### src/hw/rtl/hblc_pkg.sv
`timescale 1ns / 1ps
// ----------------------------------------------------------------------------
// hblc_pkg: shared definitions for the hashed bucket LRU id cache
// Field widths, operation codes, hash constants and parameter defaults.
// ----------------------------------------------------------------------------
package hblc_pkg;

	localparam int DEF_SETS = 64;
	localparam int DEF_WAYS = 16;

	localparam int ID_W  = 64;
	localparam int VAL_W = 32;
	localparam int CNT_W = 32;
	localparam int BC_W  = 7;

	localparam int IN_DATA_W  = ID_W + VAL_W;
	localparam int OUT_DATA_W = VAL_W + 3 * CNT_W;
	localparam int OUT_USER_W = 2;

	localparam logic [BC_W-1:0] BC_RESET = 7'd64;

	localparam logic OP_LOOKUP = 1'b0;
	localparam logic OP_CLEAR  = 1'b1;

	localparam logic [31:0] HASH_SEED = 32'd5381;
	localparam int HASH_STEPS = 8;
	localparam int MOD_STEPS  = 32;

endpackage

### src/hw/rtl/hblc_hash_mod.sv
`timescale 1ns / 1ps
// ----------------------------------------------------------------------------
// hblc_hash_mod: iterative set index unit
// Folds the id into a 32-bit Bernstein hash one byte per cycle, then reduces
// it modulo the bucket count one quotient bit per cycle.
// ----------------------------------------------------------------------------
module hblc_hash_mod #(
	parameter int SETS = hblc_pkg::DEF_SETS,
	parameter int SW   = (SETS > 1) ? $clog2(SETS) : 1
) (
	input  logic                      clk,
	input  logic                      arst_n,
	input  logic                      start,
	input  logic [hblc_pkg::ID_W-1:0] id,
	input  logic [hblc_pkg::BC_W-1:0] divisor,
	output logic                      done,
	output logic [SW-1:0]             set
);

	import hblc_pkg::*;

	localparam int TOTAL = HASH_STEPS + MOD_STEPS;
	localparam int CW    = $clog2(TOTAL);

	logic            busy_q;
	logic            done_q;
	logic [CW-1:0]   cnt_q;
	logic [31:0]     h_q;
	logic [ID_W-1:0] idb_q;
	logic [BC_W-1:0] rem_q;
	logic [BC_W-1:0] div_q;
	logic [BC_W:0]   trial;
	logic [BC_W:0]   trial_sub;

	assign trial     = {rem_q, h_q[31]};
	assign trial_sub = trial - {1'b0, div_q};

	always_ff @(posedge clk or negedge arst_n) begin
		if (!arst_n) begin
			busy_q <= 1'b0;
			done_q <= 1'b0;
			cnt_q  <= '0;
		end else begin
			done_q <= 1'b0;
			if (start) begin
				busy_q <= 1'b1;
				cnt_q  <= '0;
			end else if (busy_q) begin
				cnt_q <= CW'(cnt_q + 1'b1);
				if (cnt_q == CW'(TOTAL - 1)) begin
					busy_q <= 1'b0;
					done_q <= 1'b1;
				end
			end
		end
	end

	always_ff @(posedge clk) begin
		if (start) begin
			h_q   <= HASH_SEED;
			idb_q <= id;
			rem_q <= '0;
			div_q <= divisor;
		end else if (busy_q) begin
			if (cnt_q < CW'(HASH_STEPS)) begin
				h_q   <= (h_q << 5) + h_q + {24'd0, idb_q[7:0]};
				idb_q <= idb_q >> 8;
			end else begin
				h_q   <= h_q << 1;
				rem_q <= (trial >= {1'b0, div_q}) ? BC_W'(trial_sub) : BC_W'(trial);
			end
		end
	end

	assign done = done_q;
	assign set  = SW'(rem_q);

endmodule

### config.mk
export PLATFORM = sky130hd
export DESIGN_NAME = hblc_hash_mod
export DESIGN_NICKNAME = d
export VERILOG_FILES = /design/src/hw/rtl/hblc_pkg.sv /design/src/hw/rtl/hblc_hash_mod.sv
export SDC_FILE = /design/constraint.sdc
export NUM_CORES = 1
export LEC_CHECK = 0
export ABC_AREA = 1
export ABC_CLOCK_PERIOD_IN_PS = 5700
export BUFFER_PORTS_ARGS = -buffer_cell sky130_fd_sc_hd__buf_2
export CORE_UTILIZATION = 35
export DETAILED_ROUTE_END_ITERATION = 16
export SYNTH_ARGS = -nofsm -noshare
export SYNTH_HDL_FRONTEND = slang
export SYNTH_SLANG_ARGS = --single-unit
### constraint.sdc
create_clock -name clk -period 5.7 [get_ports clk]
set_input_delay 1.14 -clock clk [delete_from_list [all_inputs] [get_ports clk]]
set_output_delay 1.14 -clock clk [all_outputs]
set_load 0.005 [all_outputs]
# == After elaboration in Yosys (flattened, before gate mapping) ==
# Cells that the tools add are included.
# totals
elab_cells,32
regBits,118
in_bits,74
# op_classes
n_bitwise,1
muxes,13
n_eq_ne,1
n_lt_le_gt_ge,2
n_reduce_logical,4
n_addsub,4
# ops
cell,count
$mux 64,3
$add 32x32->32,1
$add 32x8->32,1
$mux 32,1
$mux 6,2
$ge 8x7->1,1
$mux 7,1
$sub 7x7->7,1
$add 6x1->6 const B,1
$eq 6x6->1 const B,1
$lt 6x4->1 const B,1
$mux 1,6
$reduce_and 2->1,2
$reduce_bool 2->1,2
$not 1->1,1

# == Logic depth before layout (Yosys ltp) ==
# depth
word_depth,4
depth_mapped,15
ltp_nobuf,15

# == Least setup slack after synthesis ==
# OpenSTA, ideal clock, no wires.
# synth_timing
path_kind,input to register
startpoint,input start
endpoint,"register idb_q[0], enable pin"
setup_time_ps,690
arrival_ps,2603
path_stages,3
setup_slack_ps,2408
required_ps,5010
n_path_buf,1
path_cell_list,inv_1 -> clkbuf_1 -> nand2_1
# synth_between
elab_chain_cells,2
word_cells_on_any_way,3
cone_classes,reduce/logical: 3
# synth_rtl
element,line_no,source
from (decl),hblc_hash_mod.sv:13,"input logic start,"
$reduce_bool 2->1 (no line),-,
$reduce_and 2->1 (no line) *,-,
to (signal assigned),hblc_hash_mod.sv:61,idb_q <= id;
to (signal assigned),hblc_hash_mod.sv:67,idb_q <= idb_q >> 8;
to (decl),hblc_hash_mod.sv:29,logic [ID_W-1:0] idb_q;
# Every way passes the cells marked *; elsewhere a longest branch is shown, timed or not.
# A chain may end at the register's enable or synchronous reset.

# == Worst setup path after layout ==
# layout_timing
startpoint,register busy_q
endpoint,"register idb_q[35], enable pin"
# layout_between
elab_chain_cells,2
# layout_rtl
element,line_no,source
from (decl),hblc_hash_mod.sv:25,logic busy_q;
from (signal assigned),hblc_hash_mod.sv:40,busy_q <= 1'b0;
from (signal assigned),hblc_hash_mod.sv:46,busy_q <= 1'b1;
from (signal assigned),hblc_hash_mod.sv:51,busy_q <= 1'b0;
$reduce_bool 2->1 (no line),-,
$reduce_and 2->1 (no line),-,
# Every way passes these cells.

==> impl_metrics.ini <==
[placed_design]
dp_hpwl_mm = 14.7
placedCellCount = 1447
port_buffers = 80
pre_cts_slack_ns = 2.26
gp_congestion = 0.951

[floorplan]
rows = 55
ios = 81
die-area_um2 = 23600
fp.dieH_um = 154
fp.dieW_um = 154
core-area_um2 = 22600
start_util_pct = 35.6

[routing]
drt_iter0_drc = 472
drcViolationCount = 0
wl_per_cell_um = 13.1
viasPerCell = 4.69
via_count = 6941
ant_nets = 0
routed_wl_mm = 19.4
firstDrtPassIters = 5

[critical_path]
slowest_stage = dfrtp_1
cp.required_ns = 5.80
critPathMaxStageDelay_ns = 0.88
cp-end-kind = flop
worstPathArrival_ns = 3.53
crit_path_cell_trace = inv_2 -> nor2_8 -> inv_2 -> nand2_2 -> buf_4
cpLargestDelayFamily = simple AND/OR/NAND/NOR gates
criticalPathCategory = flop to flop
path_buf_inv = 3
crit_top_cell = inv_2
worst_setup_path_start_kind = flop
path_max_fanout = 47

[logic_synthesis]
synth_enable_flop_cells = 71
syn-cell-area_um2 = 8040
synth_warnings = 0
ys_seq_area_share_pct = 38.7
syn_nets = 1258
yosys.area_share.simple_pct = 28.9
synth-xor-area-share_pct = 1.53
synth_compound_area_share_pct = 8.32
syn_inst = 1113
synth_ff_type = edfxtp_1
syn_avg_cell_area_um2 = 7.22
ys_ff_latch = 118
synth_top_family_by_area = simple AND/OR/NAND/NOR gates
synthMuxAreaShare_pct = 0
synthAdderAreaFrac_pct = 11.5
synth_cell_types = 41
synth-async-reset-ratio_pct = 6.78

[timing]
fin_crit_sh_pct = 60.1
finalMaxSlewViolations = 0
period_minus_slack_ns = 3.43
hold_ws_ns = 0.510
relSlewSlack_pct = 25.4
fin_skew_ns = 0.0128
setup_ws_ns = 2.27
final-setup-viol-count = 0
finalSetupTns_ns = 0
fmax_mhz = 292
worst_pin_slew_ns = 1.11
hold_viol = 0
rsz0062_at_grt = no

[clocking]
cts_setup_buffers = 0
cts_tree = yes
clkSlewWorstSetupHoldPaths_ns = 0.06
clock_latency_ns = 0.42
cts.sinks = 118
cts-resized-gates = 0
cts_buffers = 17
htreeDepth = 4
clockBufferDepth = 2
cts_root_buf = clkbuf_16
hold_buffers = 0

[cells_and_area]
final_util_pct = 41.2
final_cells = 1480
areaGrowthSynthToFinish_pct = 15.7
fillers = 2375
nets = 1326
drive_above_1_share_pct = 12.1

[job]
maxCapViolCount = 0

[grt]
antenna_found_initial = 1
grt_max_degree = 83
grt_first_pass_wirelength_mm = 31.9
track_usage_pct = 17.1
grt_pass1_vias = 6651
grt-ovfl-total = 0

[min_path]
hold_path_class = flop to flop

[power]
cellLeakagePower_nw = 4.99
vdd_drop_max_mv = 0.251
powerDensity_nw_per_um2 = 473

[status]
outcome = complete, no violations
## synth_stat cells, types with 3 or more instances
| library cell | count | area, µm² |
|---|---|---|
| dfxtp_1 | 39 | 781 |
| o22ai_1 | 19 | 119 |
| clkbuf_1 | 18 | 67.6 |
| inv_2 | 5 | 18.8 |
| a21oi_1 | 50 | 250 |
| xor2_1 | 8 | 70.1 |
| nand3_1 | 46 | 230 |
| o21ai_2 | 3 | 26.3 |
| inv_1 | 186 | 698 |
| nor2_1 | 63 | 236 |
| buf_1 | 3 | 11.3 |
| buf_2 | 4 | 20.0 |
| o21ai_0 | 12 | 60.1 |
| nand2_1 | 436 | 1640 |
| ha_1 | 66 | 826 |
| a21oi_2 | 3 | 26.3 |
| a31oi_1 | 10 | 62.6 |
| fa_1 | 5 | 100 |
| nand3b_1 | 5 | 37.5 |
| a21o_1 | 3 | 22.5 |
| nand4_1 | 4 | 25.0 |
| edfxtp_1 | 71 | 2130 |
| buf_4 | 9 | 67.6 |
| xnor2_1 | 6 | 52.6 |
| o211ai_1 | 7 | 52.6 |
| dfrtp_1 | 8 | 200 |
| nand2_2 | 4 | 25.0 |
## report_power, final
group | internal (mW) | total, mW | switching (mW)
Sequential | 1.05 | 1.19 | 0.136
Combinational | 0.738 | 2.04 | 1.30
Clock | 0.742 | 1.17 | 0.425
Total | 2.54 | 4.40 | 1.86
## routing by layer
metal  track usage [%]  wire length (µm)  up-vias
met1              21.2              9090     3120
met5                 0                 0        -
li1                  -                 -     3647
met3              3.41               731       37
met2              29.1              9050      137
met4              6.62               542        0
## state kept, by name, indices dropped and copies added (netlist names)
register / cells
rem_q: 7
div_q: 7
busy_q: 1
idb_q: 64
h_q: 32
done: 1
cnt_q: 6
## cell usage in the layout (no fill, tap or decap), types with 3 or more instances in the layout
master,count
o21ai_2,3
o211ai_1,7
a21oi_1,50
dfrtp_1,8
inv_2,6
xnor2_1,6
a31oi_1,10
o22ai_1,19
inv_1,185
fa_1,5
xor2_1,8
edfxtp_1,71
buf_2,79
nor2_1,63
nand2_1,435
clkinv_4,3
ha_1,66
nand3_1,46
bufinv_16,4
a21oi_2,3
nand2_2,5
a21o_1,3
dfxtp_1,39
nand4_1,4
nand3b_1,5
buf_4,4
o21ai_0,12
inv_6,7
clkbuf_16,17
## cell type report
class,count,area [µm²],share of cell area (%)
multi-input combinational,770,4040,43.5
sequential,118,3110,33.5
inverter,191,717,7.71
clock buffer,17,425,4.58
timing repair buffer,83,425,4.58
tap,285,357,3.84
clock inverter,15,213,2.29
antenna,1,2.50,0.0269
## path summary, 6_finish.rpt
kind | endpoint | cells after the start | slack, ns | start
setup / recovery | idb_q[35]$_DFFE_PP_ | 5 | 2.27 | busy_q$_DFF_PN0_
hold / removal | idb_q[11]$_DFFE_PP_ | 2 | 0.51 | idb_q[19]$_DFFE_PP_
setup reg to reg | idb_q[35]$_DFFE_PP_ | 5 | 2.27 | busy_q$_DFF_PN0_
hold reg to reg | idb_q[11]$_DFFE_PP_ | 2 | 0.51 | idb_q[19]$_DFFE_PP_
max in group asynchronous | cnt_q[1]$_DFFE_PN0P_ | 1 | 4.97 | arst_n
min in group asynchronous | cnt_q[2]$_DFFE_PN0P_ | 1 | 0.56 | arst_n
## worst min-delay path: stages, from the launching register on
cell and delay (ns):
edfxtp_1 0.32, nand2_1 0.05, nand2_1 0.04
## through the flow
stage / area, µm² / total power, mW
global route: 9290 / 4.75
floorplan: 8040 / 2.65
CTS: 9290 / 4.42
global placement: 8650 / 3.23
finish: 9290 / 4.40
detailed placement: 8650 / 3.25
## cell families after synthesis
group	after synthesis
buffers and inverters	225
xor gates and xnor gates	14
DFF	118
AOI/OAI and AO/OA	113
and+or+nand+nor	572
adders and majority gates	71
Power figures use the tool's default switching activity.
