$ cat config.mk
export PLATFORM = sky130hd
export DESIGN_NAME = hblc_ram
export DESIGN_NICKNAME = d
export VERILOG_FILES = /design/src/hw/rtl/hblc_ram.sv
export SDC_FILE = /design/constraint.sdc
export NUM_CORES = 1
export LEC_CHECK = 0
export ABC_AREA = 1
export BUFFER_PORTS_ARGS = -buffer_cell sky130_fd_sc_hd__buf_2
export CAP_MARGIN = 10
export CORE_ASPECT_RATIO = 1.4
export CORE_MARGIN = 2
export CORE_UTILIZATION = 60
export CTS_BUF_LIST = sky130_fd_sc_hd__clkbuf_4
export DETAILED_ROUTE_END_ITERATION = 7
export PLACE_DENSITY = 0.8
export SYNTH_ARGS = -nofsm -noshare
export SYNTH_HDL_FRONTEND = slang
export SYNTH_SLANG_ARGS = --single-unit
$ cat constraint.sdc
create_clock -name clk -period 1.4 [get_ports clk]
set_clock_uncertainty 0.05 [all_clocks]
set_input_delay 0.07 -clock clk [delete_from_list [all_inputs] [get_ports clk]]
set_output_delay 0.07 -clock clk [all_outputs]
set_load 0.01 [all_outputs]
$ cat src/hw/rtl/hblc_ram.sv
`timescale 1ns / 1ps
// ----------------------------------------------------------------------------
// hblc_ram: generic simple dual-port RAM
// One write port and one read port with registered read data.
// ----------------------------------------------------------------------------
module hblc_ram #(
	parameter int WIDTH = 8,
	parameter int DEPTH = 16,
	parameter int AW    = (DEPTH > 1) ? $clog2(DEPTH) : 1
) (
	input  logic             clk,
	input  logic             we,
	input  logic [AW-1:0]    waddr,
	input  logic [WIDTH-1:0] wdata,
	input  logic [AW-1:0]    raddr,
	output logic [WIDTH-1:0] rdata
);

	logic [WIDTH-1:0] mem_q [DEPTH];
	logic [WIDTH-1:0] rdata_q;

	always_ff @(posedge clk) begin
		if (we) begin
			mem_q[waddr] <= wdata;
		end
		rdata_q <= mem_q[raddr];
	end

	assign rdata = rdata_q;

endmodule

# Word level (Yosys, flattened, before mapping)
# Memory sizes are Yosys's and may differ from the RTL's. A register that Yosys moved wholly into a read port is not among the register bits.
# Cells that the tools add are included.
[op_classes]
muxes = 2
[ops]
columns = ["operator", "count"]
rows = [
  ["1-bit 2-to-1 mux", 2],
]
[totals]
register_bits = 0
mem_bits_rw = 128
in_bits = 18
output_inout_bits = 8
word_cells = 3
mem_count = 1
[memory_table]
columns = ["memory", "depth", "word_bits", "read_ports", "rd_ports_with_merged_regs", "write_ports", "line", "text"]
rows = [
  ["mem_q", 16, 8, 1, 1, 1, "19", "logic [WIDTH-1:0] mem_q [DEPTH];"],
]

# Longest topological paths before layout
# Gate-level depths: netlist (run 1).
[logic_depth]
ltp_word = 2
ltp_mapped = 8
ltp_nobuf = 7

# Least setup slack after synthesis (run 1)
# OpenSTA, ideal clock, no wires.
[synth_path]
path_type = "input to register"
start = "input waddr[2]"
end = "memory mem_q[10][0] (enable)"
setup_time_ns = 0.370
t_arrival_ns = 0.651
required_ns = 0.980
slack_ns = 0.329
path_stages = 2
path_buffers = 0
path_cell_list = "nand3b_1 nor2_1"
[synth_lines]
columns = ["element", "line", "text"]
rows = [
  ["start: declaration", "13", "input logic [AW-1:0] waddr,"],
  ["end: declaration", "19", ""],
]
# No word-level cell before the write port.

# Worst setup path in the final report (run 1)
[layout_path]
start = "register rdata_q[3], in the netlist rdata[3] (read register of mem_q)"
end = "output rdata[3]"
[layout_lines]
columns = ["element", "line", "text"]
rows = [
  ["start: declaration", "20", "logic [WIDTH-1:0] rdata_q;"],
  ["end: declaration", "16", "output logic [WIDTH-1:0] rdata"],
]
# No word-level cell between the ends.

==> summary.txt, run 1 <==
STA
  • Fmax: 872.1 MHz
  • Final period util: 0.8190
  • RSZ-0062 raised after global routing: no
  • Worst-margin pin slew: 0.4062 ns
  • Worst hold slack: 0.05374 ns
  • Fin. Hold Viols: 0
  • Final setup fails: 0
  • Final Critical Period: 1.147 ns
  • Setup_tns: 0 ns
  • Relative slew margins: 0.7292
  • Max-slew violations: 0

Synthesis
  • Netlist cell types: 12
  • Sequential element share of the synthesized area: 0.6943
  • Synth warnings: 0
  • Synthesized instance count: 551
  • Post-synthesis register bit count: 136
  • Syn avg cell area: 10.47 sq um
  • Synthesized cell area: 5767 sq um
  • Mapped Nets: 569

Worst setup path
  • Largest delay contributor family on the critical path: flip-flops
  • Cell chain of the critical path: buf_2
  • Crit-path max FO: 1
  • Crit path arrival time: 1.03 ns
  • Startpoint Class: flip-flop
  • Worst path bufs/invs: 1
  • Slowest-stage cell, CP: dfxtp_1
  • Worst path max stage delay: 0.37 ns
  • CP Class: reg -> out
  • Crit. End Element: primary output
  • Worst EP required: 1.28 ns

Floorplan
  • Die Area: 10420 sq um
  • Row Count: 42
  • Chip Height: 120 um
  • Starting density of the core: 0.6131
  • Total I/O pin count: 26
  • Core area: 9407 sq um
  • Die X: 86.86 um

Finish
  • Nets@finish: 621
  • Post-route cell area: 6510 sq um
  • Multi-input gate area: 1214 sq um
  • Share of cells above drive strength 1: 0.1299
  • Commonest non-fill, non-tap cell in the layout: nand2_1
  • Filler Cell Count: 648
  • Area grow syn2layout: 12.89%
  • FF/Latch Area: 4004 sq um
  • Commonest cells after routing, fill and taps aside: nand2_1 (173), edfxtp_1 (128), inv_1 (100)

Routing
  • WL per Instance: 17.30 um
  • Total wire length: 12.58 mm
  • Routed Antenna Nets: 0
  • DR vias: 3947
  • First-pass DRT Iterations: 5
  • Avg Vias per Cell: 5.429
  • Number of DRC markers in iteration 0: 362
  • DRC viols: 0

Placed design
  • Placement Cell Area: 6098 sq um
  • GP Congestion: 0.8846
  • Buffers on Ports: 25
  • Detailed placement HPWL: 7.888 mm

CTS
  • CTS tree: done
  • Clk pin slew, worst setup/hold paths: 0.11 ns
  • Cts hold-fix bufs: 9
  • CTS max path bufs: 2
  • Clk root buf: clkbuf_4
  • Clock latency on the worst-skew pair: 0.53 ns
  • CTS buffer count: 17
  • CTS H-Tree Depth: 4
  • Clock Sinks: 136
  • Post-CTS Resized: 0
  • Post-CTS Repair Setup Buffers: 0

Pwr
  • Clock Power Share: 0.352
  • Sw Pwr: 1.731 mW
  • Pleak: 2.869 nW
  • Part of the power in registers: 0.573
  • Power per cell area: 1225 nW/um^2
  • Logic pwr share: 0.075
  • P_int: 6.245 mW
  • Switching part of the total: 0.2170
  • Peak VDD IR: 0.6272 mV

GRT
  • Largest net degree at the start of global routing: 65
  • GRT Total Usage: 0.2641
  • Initial antenna violation count: 1
  • GRT overflow: 0
  • First-pass GRT wire length: 19.67 mm
  • Vias in the first global route: 3860

Min path
  • Hold crit path type: in -> reg

Job
  • Max-Cap Viols: 0

Status
  • Run status: completed
## Yosys cell counts
cell	n	area share
nor2_1	17	0.011
inv_2	2	0.0013
buf_4	4	0.0052
nand3b_1	2	0.0026
nand2_1	173	0.11
edfxtp_1	128	0.67
dfxtp_1	8	0.028
nand3_1	97	0.084
buf_6	6	0.012
buf_1	1	0.00065
inv_1	100	0.065
buf_2	13	0.011
## cells by family (layout without fill, tap and decap cells)
| logic type | count (synthesis) | count (layout) | share of synthesized area |
|---|---|---|---|
| DFF | 136 | 136 | 0.6943 |
| and+or+nand+nor | 289 | 289 | 0.2105 |
| other | 0 | 1 | 0 |
| buffers and inverters | 126 | 191 | 0.09525 |
## worst min-delay path: stages
cell and delay [ns]:
buf_2 0.12, buf_4 0.20, nand3_1 0.10, nand3_1 0.07
nand2_1 0.06
## metal layers
layer / up-vias / GRT usage / wire (um)
li1: 1881 / - / -
met1: 1832 / 0.3078 / 4710
met2: 193 / 0.4365 / 6558
met3: 41 / 0.06121 / 785
met4: 0 / 0.1592 / 522
met5: - / 0 / 0
## power groups by stage
stage	logic [mW]	clock network, mW	registers [mW]
3_5_place_dp	0.573	0	4.66
6_report	0.598	2.81	4.57
4_1_cts	0.596	2.83	4.57
2_1_floorplan	0.321	0	4.67
5_1_grt	0.655	3.00	4.58
3_3_place_gp	0.557	0	4.66
## path summary, 6_finish.rpt
check | depth (start not counted) | start | end | slack (ns)
worst max-delay path | 1 | rdata[3]$_DFF_P_ | rdata[3] | 0.25
worst min-delay path | 5 | raddr[2] | rdata[7]$_DFF_P_ | 0.05
worst max register to register | 6 | mem_q[1][7]$_DFFE_PP_ | rdata[7]$_DFF_P_ | 0.32
worst min register to register | 6 | mem_q[14][7]$_DFFE_PP_ | rdata[7]$_DFF_P_ | 0.64
## through the flow
stage / cells / utilization / total power, mW / setup slack (ns)
global route: 727 / 0.6921 / 8.233 / 0.1811
floorplan: 551 / - / 4.993 / 0.3292
finish: 727 / 0.6921 / 7.975 / 0.2534
detailed placement: 685 / 0.6483 / 5.238 / 0.2210
CTS: 726 / 0.6918 / 7.998 / 0.1922
global placement: 685 / 0.6483 / 5.218 / 0.2591
## final cells by class
cell class                      instances  share of cell area
Inverter                              102             0.05881
Clock inverter                         10             0.02364
Timing Repair Buffer                   57             0.06919
Clock buffer                           22             0.02537
Multi-Input combinational cell        289              0.1864
Tap cell                              110             0.02114
Antenna cell                            1           0.0003844
Sequential cell                       136              0.6150
## sequential cells by signal (all words and copies together) (netlist names)
| signal | cells |
|---|---|
| rdata | 8 |
| mem_q | 128 |
(Power assumes the default switching activity.)
==> run 2: changes to the inputs <==
clock period = 1.1 ns   (was 1.4 ns; I/O delays follow)
==> run 2 against run 1 <==
The run now ends with setup timing left; global-route usage decreased by 0.38 points; design area increased by 1.0%; first-iteration DRC count increased by 7.2%; non-clock buffer count increased by 5; combinational power increased by 40%; count of clock-buffer cells in the layout increased by 4; die area unchanged; sequential share of layout area decreased by 0.49 points; total power increased by 16%; highest routed layer unchanged.
==> summary.txt, run 2 (synthesis gave the netlist of run 1 again) <==
Routing
  • DRC viols: 0 (unchanged)
  • Routed Antenna Nets: 0 (unchanged)
  • Total wire length: 12.55 mm (-0.24%)
  • DR vias: 3989 (+1.1%)
  • First-pass DRT Iterations: 5 (unchanged)
  • WL per Instance: 17.14 um (-0.92%)
  • Avg Vias per Cell: 5.449 (+0.37%)
  • Number of DRC markers in iteration 0: 388 (+7.2%)

CTS
  • Clk root buf: clkbuf_4
  • CTS max path bufs: 2 (unchanged)
  • Clock latency on the worst-skew pair: 0.54 ns (about the same)
  • Post-CTS Repair Setup Buffers: 0 (unchanged)
  • Clock Sinks: 136 (unchanged)
  • CTS H-Tree Depth: 4 (unchanged)
  • Clk pin slew, worst setup/hold paths: 0.10 ns (about the same)
  • CTS buffer count: 17 (unchanged)
  • CTS tree: done

Worst setup path
  • R2r startpoint: mem_q[15][5]$_DFFE_PP_
  • CP Class: reg -> out
  • R2R setup slack: 0.05 ns (-0.27 ns)
  • Crit-path max FO: 1 (unchanged)
  • Largest delay contributor family on the critical path: flip-flops
  • Crit. End Element: primary output
  • Worst setup path endpoint: rdata[4]
  • Worst path depth: 1 (unchanged)
  • Worst path bufs/invs: 1 (unchanged)
  • Worst R2R Path Depth: 6 (unchanged)
  • Worst path max stage delay: 0.36 ns (about the same)
  • Startpoint Class: flip-flop
  • Cell chain of the critical path: buf_6
  • Worst EP required: 1.00 ns (-0.28 ns)
  • Crit path arrival time: 1.00 ns (-0.03 ns)
  • Slowest-stage cell, CP: dfxtp_2
  • CP Launch Point: rdata[4]$_DFF_P_
  • Reg-to-reg endpoint: rdata[5]$_DFF_P_

Pwr
  • Power per cell area: 1413 nW/um^2 (+15%)
  • Pleak: 2.898 nW (+1.0%)
  • Peak VDD IR: 0.9877 mV (+57%)

Status
  • Run status: complete, but fails checks
  • Violated checks: setup timing

STA
  • Relative slew margins: 0.7409 (+0.01169)
  • Final period util: 1.003
  • Fin. Hold Viols: 0 (unchanged)
  • Final setup fails: 1 (+1)
  • Post-route setup slack: -0.003423 ns (-0.2568 ns)
  • Final Critical Period: 1.103 ns
  • RSZ-0062 raised after global routing: yes
  • Fmax: 906.3 MHz
  • Worst hold slack: 0.05014 ns (-0.003605 ns)
  • Max-slew violations: 0 (unchanged)
  • Worst-margin pin slew: 0.3886 ns (-0.01754 ns)

Finish
  • Share of cells above drive strength 1: 0.1643 (+0.03438)
  • Post-layout util: 0.6990 (+0.006917)
  • Filler Cell Count: 656 (+1.2%)
  • Commonest non-fill, non-tap cell in the layout: nand2_1
  • Area grow syn2layout: 14.02%
  • Reg with most FFs: mem_q
  • Max reg flops: 128 (unchanged)
  • Commonest cells after routing, fill and taps aside: nand2_1 (173), edfxtp_1 (128), inv_1 (100)
  • Post-route cell area: 6575 sq um (+1.0%)
  • Nets@finish: 626 (+0.81%)
  • Layout Cells excl Fill: 732 (+0.69%)

Floorplan
  • Die X: 86.86 um (unchanged)
  • Row Count: 42 (unchanged)
  • Core area: 9407 sq um (unchanged)
  • Total I/O pin count: 26 (unchanged)
  • Die Area: 10420 sq um (unchanged)
  • Starting density of the core: 0.6131 (unchanged)
  • Chip Height: 120 um (unchanged)

GRT
  • GRT overflow: 0 (unchanged)
  • Initial antenna violation count: 1 (unchanged)
  • First-pass GRT wire length: 19.40 mm (-1.4%)
  • Largest net degree at the start of global routing: 42 (-35%)
  • Vias in the first global route: 3767 (-2.4%)
  • GRT Total Usage: 0.2603 (-0.003758)

Placed design
  • Cells after DPL: 689 (+0.58%)
  • Placement Cell Area: 6141 sq um (+0.70%)
  • Placement Setup Slack: -0.05938 ns (-0.2803 ns)
  • Detailed placement HPWL: 8.066 mm (+2.3%)
  • Buffers on Ports: 25 (unchanged)
  • GP Congestion: 0.8538 (-3.5%)

Min path
  • Hold Crit Start: raddr[1]
  • Hold crit path type: in -> reg

Job
  • Max-Cap Viols: 0 (unchanged)
## run 2: changes by cell type in the layout (fill, tap and decap cells not counted), sizes merged
cell / delta
clkinv: +1
buf: +4
bufinv: -4
clkbuf: +4
clkinvlp: -1
dlygate4sd3: +1
## run 2: power breakdown
part | leakage, nW | internal, mW | total [mW] | switching [mW]
Sequential | 1.22 | 5.79 | 5.83 | 0.0457
Clock | 0.136 | 1.09 | 2.62 | 1.53
Combinational | 1.54 | 0.304 | 0.838 | 0.534
## run 2: tightest hold or removal path, delay by kind of cell
family / cells / cell delay, ns
AND/OR/NAND/NOR: 4 / 0.23
buffers and inverters: 2 / 0.30
## run 2: per-stage QoR
stage,setup TNS [ns],power [mW]
after floorplan,0,6.354
after global placement,-0.1243,6.668
after detailed placement,-1.233,6.694
after CTS,-0.1463,9.306
after global routing,-0.1935,9.592
final,-0.003423,9.289
## run 2: area by class of cell
type	count	area, sq um	share of cell area
Clock buffer	26	195.2	0.02969
Multi-Input combinational cell	289	1279	0.1945
Antenna cell	1	2.502	0.0003806
Sequential cell	136	4011	0.6101
Clock inverter	6	26.28	0.003996
Inverter	102	382.9	0.05823
Timing Repair Buffer	62	540.5	0.08221
Tap cell	110	137.6	0.02093
## run 2: routing by layer
layer | up-vias | share of wire | GRT usage
li1 | 1890 | - | -
met2 | 220 | 0.52 | 0.4342
met1 | 1841 | 0.34 | 0.3140
met5 | - | 0 | 0
met3 | 38 | 0.096 | 0.04952
met4 | 0 | 0.038 | 0.1436
## run 2: how the worst min path moves through the flow
| stage | endpoint | slack (ns) | cells after the start |
|---|---|---|---|
| 3_5_place_dp | rdata[1] | 0.40 | 1 |
| 6_report | rdata[0]$_DFF_P_ | 0.05 | 6 |
| 4_1_cts | rdata[0]$_DFF_P_ | 0.01 | 6 |
| 3_3_place_gp | rdata[1] | 0.40 | 1 |
| 5_1_grt | rdata[0]$_DFF_P_ | 0.07 | 6 |
| 2_1_floorplan | mem_q[0][0]$_DFFE_PP_ | 0.10 | 0 |
## run 2: what timing repair did
| action | in CTS | in global routing |
|---|---|---|
| endpoints found under the setup margin | 8 | 14 |
| hold endpoints to repair | 136 | 0 |
| hold buffers | 10 | 0 |
| pin swaps | 0 | 1 |
| resized for setup | 12 | 13 |
==> run 3: changes to the inputs <==
HOLD_SLACK_MARGIN = 0.1   (was not set)
REMOVE_ABC_BUFFERS = 1   (was not set)
==> run 3 against run 2 <==
Hold slack improved by 0.096 ns; largest cell class unchanged; cell count increased by 0.96%; non-clock buffer count increased by 7; first-iteration DRC count increased by 0.77%; total power increased by 12%; count of clock-buffer cells in the layout decreased by 8; sequential power about the same; register-to-register slack about the same; the run still ends with setup timing left.
==> summary.txt, run 3 (synthesis gave the netlist of run 1 again) <==
GRT
  • Largest net degree at the start of global routing: 65 (+55%)
  • GRT Total Usage: 0.2569 (-0.003453)
  • GRT overflow: 0 (unchanged)
  • Initial antenna violation count: 1 (unchanged)
  • Vias in the first global route: 3953 (+4.9%)
  • First-pass GRT wire length: 19.40 mm (unchanged)

STA
  • Worst-margin pin slew: 0.3621 ns (-0.02652 ns)
  • Max-slew violations: 0 (unchanged)
  • Final Critical Period: 1.125 ns (+0.02135 ns)
  • Post-route setup slack: -0.02478 ns (-0.02135 ns)
  • Fin. Hold Viols: 0 (unchanged)
  • Fmax: 889.1 MHz (-1.9%)
  • Final setup fails: 10 (+9)
  • RSZ-0062 raised after global routing: yes
  • Worst hold slack: 0.1461 ns (+0.09594 ns)
  • Final period util: 1.023 (+0.01941)
  • Relative slew margins: 0.7586 (+0.01768)

CTS
  • Clk root buf: clkbuf_4
  • Clock latency on the worst-skew pair: 0.53 ns (about the same)
  • Post-CTS Repair Setup Buffers: 0 (unchanged)
  • Clk pin slew, worst setup/hold paths: 0.11 ns (about the same)
  • CTS H-Tree Depth: 4 (unchanged)
  • CTS tree: done
  • CTS max path bufs: 2 (unchanged)
  • CTS buffer count: 17 (unchanged)
  • Clock Sinks: 136 (unchanged)

Routing
  • Total wire length: 12.43 mm (-0.92%)
  • DR vias: 3970 (-0.48%)
  • Avg Vias per Cell: 5.372 (-1.4%)
  • Routed Antenna Nets: 0 (unchanged)
  • DRC viols: 0 (unchanged)
  • Number of DRC markers in iteration 0: 391 (+0.77%)
  • WL per Instance: 16.82 um (-1.9%)
  • First-pass DRT Iterations: 7 (+2)

Worst setup path
  • Crit-path max FO: 8 (+7)
  • Slowest-stage cell, CP: dlygate4sd3_1
  • Largest delay contributor family on the critical path: buffers and inverters
  • R2R setup slack: 0.06 ns (about the same)
  • Crit path arrival time: 1.31 ns (+0.31 ns)
  • Startpoint Class: input port
  • Worst path max stage delay: 0.53 ns (+0.17 ns)
  • Worst EP required: 1.29 ns (+0.29 ns)
  • Cell chain of the critical path: dlygate4sd3_1, buf_2, inv_1, nand2_1, nor2_1, buf_6
  • Crit. End Element: flip-flop
  • Worst path bufs/invs: 4 (+3)
  • CP Class: in -> reg

Finish
  • Layout Cells excl Fill: 739 (+0.96%)
  • Commonest non-fill, non-tap cell in the layout: nand2_1
  • Reg with most FFs: mem_q
  • Max reg flops: 128 (unchanged)
  • Nets@finish: 633 (+1.1%)
  • Post-layout util: 0.7148 (+0.01583)
  • Commonest cells after routing, fill and taps aside: nand2_1 (173), edfxtp_1 (128), inv_1 (100)
  • Share of cells above drive strength 1: 0.1576 (-0.006608)
  • Area grow syn2layout: 16.60%
  • Filler Cell Count: 601 (-8.4%)
  • FF/Latch Area: 4009 sq um (about the same)
  • Multi-input gate area: 1266 sq um (-0.98%)

Pwr
  • Power Total: 10.37 mW (+12%)
  • Peak VDD IR: 0.9420 mV (-4.6%)
  • Pleak: 2.956 nW (+2.0%)
  • Power per cell area: 1542 nW/um^2 (+9.1%)

Placed design
  • Detailed placement HPWL: 8.008 mm (-0.72%)
  • GP Congestion: 0.8807 (+3.2%)
  • Buffers on Ports: 25 (unchanged)
  • Cells after DPL: 689 (unchanged)

Floorplan
  • Row Count: 42 (unchanged)
  • Core area: 9407 sq um (unchanged)
  • Die Area: 10420 sq um (unchanged)
  • Chip Height: 120 um (unchanged)
  • Die X: 86.86 um (unchanged)
  • Total I/O pin count: 26 (unchanged)
  • Starting density of the core: 0.6131 (unchanged)

Status
  • Run status: complete, but fails checks
  • Violated checks: setup timing

Min path
  • Hold crit path type: in -> reg

Job
  • Max-Cap Viols: 0 (unchanged)
-- run 3: area by class of cell --
| type | count | share of cell area |
|---|---|---|
| clock inverters | 14 | 0.03052 |
| well taps | 110 | 0.02047 |
| repair buffers | 69 | 0.08709 |
| multi-input cells | 289 | 0.1883 |
| flip-flops and latches | 136 | 0.5962 |
| diodes | 1 | 0.0003722 |
| inverters | 102 | 0.05694 |
| clock buffers | 18 | 0.02010 |
-- run 3: layer usage --
layer / track usage / wire, um / up-vias
li1: - / - / 1911
met3: 0.05915 / 722 / 45
met4: 0.1621 / 529 / 0
met5: 0 / 0 / -
met1: 0.3102 / 4711 / 1845
met2: 0.4108 / 6469 / 169
-- run 3: metrics by stage --
stage                     TNS, ns  setup WS (ns)  cell area, sq um
after floorplan                 0        0.01452              5600
after global placement    -0.3041       -0.07075              6116
after detailed placement  -0.9847       -0.09152              6116
after CTS                 -0.2495       -0.04577              6659
after global routing      -0.4416       -0.05143              6724
final                     -0.1375       -0.02478              6724
-- run 3: worst register-to-register path, stage by stage (launching register included) --
cell      delay [ns]
edfxtp_1        0.39
inv_1           0.07
nand2_1         0.07
nand3_2         0.08
nand3_2         0.11
nand3_2         0.11
nand2_1         0.07
-- run 3: repair_timing --
| item | in CTS | in global routing |
|---|---|---|
| pin swaps | 0 | 3 |
| cloned | 0 | 0 |
| hold endpoints to repair | 201 | 0 |
| gates resized for setup | 8 | 16 |
| hold buffers | 17 | 0 |
| setup endpoints to repair | 9 | 43 |
-- run 3: path summary, 6_finish.rpt --
check | start | to | cells past startpoint
setup / recovery | waddr[0] | mem_q[14][3]$_DFFE_PP_ | 6
hold / removal | raddr[0] | rdata[0]$_DFF_P_ | 7
setup reg to reg | mem_q[4][4]$_DFFE_PP_ | rdata[4]$_DFF_P_ | 6
hold reg to reg | mem_q[12][5]$_DFFE_PP_ | rdata[5]$_DFF_P_ | 6
-- run 3: report_power, final --
| group | switching, mW | internal (mW) | leakage, nW |
|---|---|---|---|
| Sequential | 0.0380 | 5.79 | 1.22 |
| Clock | 1.69 | 2.03 | 0.167 |
| Combinational | 0.523 | 0.300 | 1.57 |
| Total | 2.25 | 8.12 | 2.96 |
